===== src/hdl/r4dtb_pkg.sv =====
// Shared types for the radix-4 twiddle butterfly pipeline.
package r4dtb_pkg;

    // Load enables for the three register stages of a twiddle multiplier.
    typedef struct packed {
        logic mul;
        logic acc;
        logic sat;
    } twmul_en_t;

endpackage


===== src/hdl/r4dtb_twmul.sv =====
// Pipelined complex twiddle multiplier with round-to-nearest and saturation.
module r4dtb_twmul #(
    parameter int SAMPLE_WIDTH  = 16,
    parameter int TWIDDLE_WIDTH = 16
) (
    input  logic                           aclk,
    input  r4dtb_pkg::twmul_en_t           en,
    input  logic [2*SAMPLE_WIDTH-1:0]      x,
    input  logic [2*TWIDDLE_WIDTH-1:0]     w,
    output logic signed [SAMPLE_WIDTH-1:0] re,
    output logic signed [SAMPLE_WIDTH-1:0] im
);

    localparam int PW    = SAMPLE_WIDTH + TWIDDLE_WIDTH;
    localparam int SUM_W = PW + 2;

    localparam logic signed [SUM_W-1:0] HALF = SUM_W'(1) << (TWIDDLE_WIDTH - 2);
    localparam logic signed [SUM_W-1:0] MAXV =
        {{(SUM_W-SAMPLE_WIDTH+1){1'b0}}, {(SAMPLE_WIDTH-1){1'b1}}};
    localparam logic signed [SUM_W-1:0] MINV =
        {{(SUM_W-SAMPLE_WIDTH+1){1'b1}}, {(SAMPLE_WIDTH-1){1'b0}}};

    logic signed [SAMPLE_WIDTH-1:0]  xr, xi;
    logic signed [TWIDDLE_WIDTH-1:0] wr, wi;

    logic signed [PW-1:0]    prod_rr_reg, prod_ii_reg, prod_ri_reg, prod_ir_reg;
    logic signed [PW-1:0]    prod_rr_next, prod_ii_next, prod_ri_next, prod_ir_next;
    logic signed [SUM_W-1:0] sum_re_reg, sum_im_reg, sum_re_next, sum_im_next;
    logic signed [SUM_W-1:0] sh_re, sh_im;
    logic signed [SAMPLE_WIDTH-1:0] re_reg, im_reg, re_next, im_next;

    assign xr = x[SAMPLE_WIDTH-1:0];
    assign xi = x[2*SAMPLE_WIDTH-1:SAMPLE_WIDTH];
    assign wr = w[TWIDDLE_WIDTH-1:0];
    assign wi = w[2*TWIDDLE_WIDTH-1:TWIDDLE_WIDTH];

    // Stage 1: the four partial products, exact.
    assign prod_rr_next = PW'(xr) * PW'(wr);
    assign prod_ii_next = PW'(xi) * PW'(wi);
    assign prod_ri_next = PW'(xr) * PW'(wi);
    assign prod_ir_next = PW'(xi) * PW'(wr);

    // Stage 2: combine the products and add half an LSB of the result.
    assign sum_re_next = SUM_W'(prod_rr_reg) - SUM_W'(prod_ii_reg) + HALF;
    assign sum_im_next = SUM_W'(prod_ri_reg) + SUM_W'(prod_ir_reg) + HALF;

    // Stage 3: the arithmetic shift floors, then clamp to the sample range.
    assign sh_re = sum_re_reg >>> (TWIDDLE_WIDTH - 1);
    assign sh_im = sum_im_reg >>> (TWIDDLE_WIDTH - 1);

    always_comb begin
        if (sh_re > MAXV) begin
            re_next = MAXV[SAMPLE_WIDTH-1:0];
        end else if (sh_re < MINV) begin
            re_next = MINV[SAMPLE_WIDTH-1:0];
        end else begin
            re_next = sh_re[SAMPLE_WIDTH-1:0];
        end
        if (sh_im > MAXV) begin
            im_next = MAXV[SAMPLE_WIDTH-1:0];
        end else if (sh_im < MINV) begin
            im_next = MINV[SAMPLE_WIDTH-1:0];
        end else begin
            im_next = sh_im[SAMPLE_WIDTH-1:0];
        end
    end

    always_ff @(posedge aclk) begin
        if (en.mul) begin
            prod_rr_reg <= prod_rr_next;
            prod_ii_reg <= prod_ii_next;
            prod_ri_reg <= prod_ri_next;
            prod_ir_reg <= prod_ir_next;
        end
        if (en.acc) begin
            sum_re_reg <= sum_re_next;
            sum_im_reg <= sum_im_next;
        end
        if (en.sat) begin
            re_reg <= re_next;
            im_reg <= im_next;
        end
    end

    assign re = re_reg;
    assign im = im_reg;

endmodule

===== config.mk =====
export PLATFORM = sky130hd
export DESIGN_NAME = r4dtb_twmul
export DESIGN_NICKNAME = d
export VERILOG_FILES = /design/src/hdl/r4dtb_pkg.sv /design/src/hdl/r4dtb_twmul.sv
export SDC_FILE = /design/constraint.sdc
export NUM_CORES = 2
export LEC_CHECK = 0
export ABC_AREA = 1
export BUFFER_PORTS_ARGS = -buffer_cell sky130_fd_sc_hd__buf_2
export CORE_UTILIZATION = 35
export DETAILED_ROUTE_END_ITERATION = 7
export SLEW_MARGIN = 40
export SYNTH_ARGS = -nofsm -noshare
export SYNTH_HDL_FRONTEND = slang
export SYNTH_SLANG_ARGS = --single-unit

===== constraint.sdc =====
create_clock -name aclk -period 7.95 [get_ports aclk]
set_input_delay 1.59 -clock aclk [delete_from_list [all_inputs] [get_ports aclk]]
set_output_delay 1.59 -clock aclk [all_outputs]
set_load 0.02 [all_outputs]

# Word-level counts from Yosys, hierarchy flattened
# Index checks and enable logic that the tools add are counted.
# totals
regBits	228
out_inout_bits	32
# classes
addsub	4
mul	4
n_lt_le_gt_ge	4
mux	2
# ops
op	n
$mul A16 B16 Y32	4
$add A33 B16 Y34 const B	2
$gt A19 B16 Y1 const B	2
$lt A19 B16 Y1 const B	2
$add A32 B32 Y33	1
$sub A32 B32 Y33	1
$mux W16	2

# Longest topological paths before layout
# depth
word_depth	2
ltp_mapped	26

# Worst setup path after synthesis
# No wires, ideal clock.
# synth_timing
kind	input -> register
from	in x[15]
to	reg prod_rr_reg[31] (data pin)
setup_time_ns	0.253
arrival_time_ns	6.538
required_ns	7.697
slack_ns	1.159
cell_stages	21
cell_sequence	clkbuf_1 nand2_1 inv_1 fa_1 fa_1 fa_1 fa_1 fa_1 inv_1 fa_1 inv_1 ha_1 nand2_1 o21ai_0 inv_1 a21oi_1 nor2_1 nand2_1 inv_1 nand2_1 nand2_1
# synth_between
elab_chain_len	1
# synth_rtl
element	line	source
from (decl)	r4dtb_twmul.sv:8	input logic [2*SAMPLE_WIDTH-1:0] x,
$mul A16 B16 Y32	r4dtb_twmul.sv:38	assign prod_rr_next = PW'(xr) * PW'(wr);
via prod_rr_next[31]	r4dtb_twmul.sv:27	logic signed [PW-1:0] prod_rr_next, prod_ii_next, prod_ri_next, prod_ir_next;
to (signal assigned)	r4dtb_twmul.sv:70	prod_rr_reg <= prod_rr_next;
to (decl)	r4dtb_twmul.sv:26	logic signed [PW-1:0] prod_rr_reg, prod_ii_reg, prod_ri_reg, prod_ir_reg;
# The timed path passes the listed nets, and every way through them passes these cells.
# A chain may end at the register's enable or synchronous reset.

# Final worst setup path
# layout_timing
from	in x[31]
to	reg prod_ii_reg[24] (data pin)
# layout_between
elab_chain_len	1
# layout_rtl
element	line	source
$mul A16 B16 Y32	r4dtb_twmul.sv:39	assign prod_ii_next = PW'(xi) * PW'(wi);
via prod_ii_next[24]	r4dtb_twmul.sv:27	
to (signal assigned)	r4dtb_twmul.sv:71	prod_ii_reg <= prod_ii_next;
to (decl)	r4dtb_twmul.sv:26	
# The timed path passes the listed nets, and every way through them passes these cells.

==> summary.txt <==
Run status
  – Run status: complete, but fails checks
  – Violations in the final reports: DRC

STA
  – Count of pins over their slew limit: 0
  – Final-report hold violation count: 0
  – Clock tree skew after final layout: 0.0261 ns
  – Final setup fails: 0
  – RSZ-0062 raised after global routing: false
  – Setup total negative slack: 0 ns
  – Max Clock Freq: 0.138 GHz
  – Final worst-path cycle share: 0.912
  – Post-route minimum period: 7.25 ns
  – Slew at the pin with the worst max-slew slack: 0.836 ns
  – Worst slew margin relative to its limit: 0.443

Die
  – Std-Cell Core Area: 150000 µm²
  – Effective utilization at floorplan: 0.353
  – Count of standard-cell rows: 142
  – Area enclosed by the die boundary: 152000 µm²
  – Chip Height: 390 µm
  – Die X: 390 µm
  – Number of top-level design ports: 100

Final layout
  – Most common cell after layout, fill and taps aside: inv_1
  – Final net count: 8185
  – Number of standard cells in the layout, taps in and fillers out: 8649
  – Most frequent cells in the layout: inv_1 (1917), nand2_1 (1664), fa_1 (1048)
  – Area growth from synthesis to layout: 7.52%
  – Fraction of layout instances using a drive strength above 1: 0.0492

Worst setup path
  – Startpoint types: input port
  – Required time of the critical path: 8.26 ns
  – Max Fanout on Critical Path: 32
  – Type of the setup path with the least slack: input port to flop
  – Critical Path Sink Type: flop
  – Critical path data arrival time: 7.55 ns

Global routing
  – Total congestion overflow after global routing: 0
  – Gr usage total: 0.200
  – Most heavily used metal layer in global routing: met2
  – Vias in the first global route: 42700
  – M1 GR Usage: 0.287
  – Global-route wire length before repair: 237000 µm
  – Met2 routing resource usage after global routing: 0.317
  – Met3 GRT Util: 0.0317
  – Largest net degree at the start of global routing: 66
  – Initial antenna violation count: 12

Routing
  – Final wirelength: 146000 µm
  – Drc violations: 2
  – Number of DRC markers in iteration 0: 2807
  – Wire per inst: 16.9 µm
  – Total vias in the final route: 40700
  – Post-DRT Antenna Nets: 0
  – Detailed-routing iteration count for the pre-antenna-repair pass: 8
  – Routed via count divided by cell count: 4.71

CTS
  – TritonCTS clock tree: built
  – Buffers inserted by post-CTS timing repair: 0
  – Clock latency on the worst-skew pair: 0.54 ns
  – Clock root buffer master: clkbuf_16
  – CTS HTree Levels: 4
  – Worst-path clk slew: 0.08 ns
  – Cells resized by post-CTS repair: 0
  – Maximum root-to-sink buffer count: 2
  – TritonCTS Buffers: 17
  – Number of sinks driven by the clock tree: 198
  – Hold buffer count at CTS: 0

Yosys
  – Post-synthesis sequential element count: 198
  – Mapped Cells: 6575
  – Post-synthesis cell type count: 42
  – Number of enable-type register cells in the synthesized netlist: 198
  – Combined area of all synthesized cells: 52800 µm²
  – Register area share after synthesis: 0.113
  – Syn Nets: 8143
  – Per-instance average area after synthesis: 8.03 µm²
  – Number of warning messages in the yosys log: 0
  – Proportion of synthesized flip-flops having asynchronous set or reset: 0
  – Dominant register cell in the synthesized netlist: edfxtp_1

Place
  – Input/output buffers: 99
  – Placed wire-length estimate after detailed placement: 125000 µm
  – Placer Congestion: 0.912
  – Placed instance count: 8614

Worst hold path
  – Hold/Removal Path Class: flop to flop

Run
  – Maximum capacitance violations: 0
[metrics by stage]
step	setup WS (ns)	cell area, µm²	utilization	hold slack [ns]
floorplan	1.16	52800	-	0.496
global placement	0.281	56200	0.375	0.492
detailed placement	0.254	56200	0.375	0.497
CTS	0.810	56800	0.379	0.516
global route	0.396	56800	0.379	0.524
finish	0.703	56800	0.379	0.512
[cell usage after synthesis, drive strengths merged, types with 2 or more instances]
cell	n	area (µm²)
a21boi	10	75.1
a21o	29	218
a21oi	186	965
a31oi	10	62.6
and3	4	25.0
buf	2	7.51
clkbuf	198	743
edfxtp	198	5950
fa	1048	21000
ha	452	5660
inv	1919	7200
nand2	1690	6410
nand3	142	716
nand3b	6	45.0
nand4	40	250
nor2	302	1180
nor3	45	260
nor4	3	18.8
o21a	7	52.6
o21ai	116	584
o21bai	25	188
or2	11	68.8
xnor2	26	228
xor2	101	892
[critical path, stage by stage]
cell,delay [ns]
buf_2,0.50
nand2_1,0.21
inv_1,0.17
fa_1,0.54
fa_1,0.88
fa_1,0.52
fa_1,0.50
fa_1,0.49
inv_1,0.05
fa_1,0.48
inv_1,0.05
ha_1,0.35
nand2_1,0.15
o21ai_0,0.41
a21oi_1,0.11
nand3_1,0.20
xor2_1,0.33
[metal layers]
metal / vias up / routed length, µm
li1: 19100 / -
met1: 20400 / 67500
met2: 1091 / 66500
met3: 118 / 9830
met4: 10 / 2130
met5: - / 61
[layout make-up]
class	count	area, µm²
clock inverters	15	180
inverters	1919	7200
clock buffers	17	425
flip-flops and latches	198	5950
fillers	15600	93000
repair buffers	223	1590
diodes	3	7.51
well taps	2016	2520
multi-input cells	4258	38900
[logic make-up after synthesis]
logic type	count (synthesis)	share of synthesized area
AOI/OAI and AO/OA	387	0.0412
xor gates and xnor gates	127	0.0212
adders and majority gates	1500	0.504
buffers and inverters	2119	0.151
DFF	198	0.113
and+or+nand+nor	2244	0.170
[path summary, 6_finish.rpt]
| kind | from | endpoint | slack [ns] | depth (start not counted) |
|---|---|---|---|---|
| setup / recovery | x[31] | prod_ii_reg[24] | 0.70 | 17 |
| hold / removal | sum_re_reg[33] | re[15] | 0.51 | 0 |
| setup reg to reg | prod_ri_reg[23] | sum_im_reg[32] | 5.35 | 10 |
| hold reg to reg | sum_re_reg[33] | re[15] | 0.51 | 0 |
Power is not shown: default switching activity piles up to over one toggle a cycle in this logic, so the estimate is an artifact.
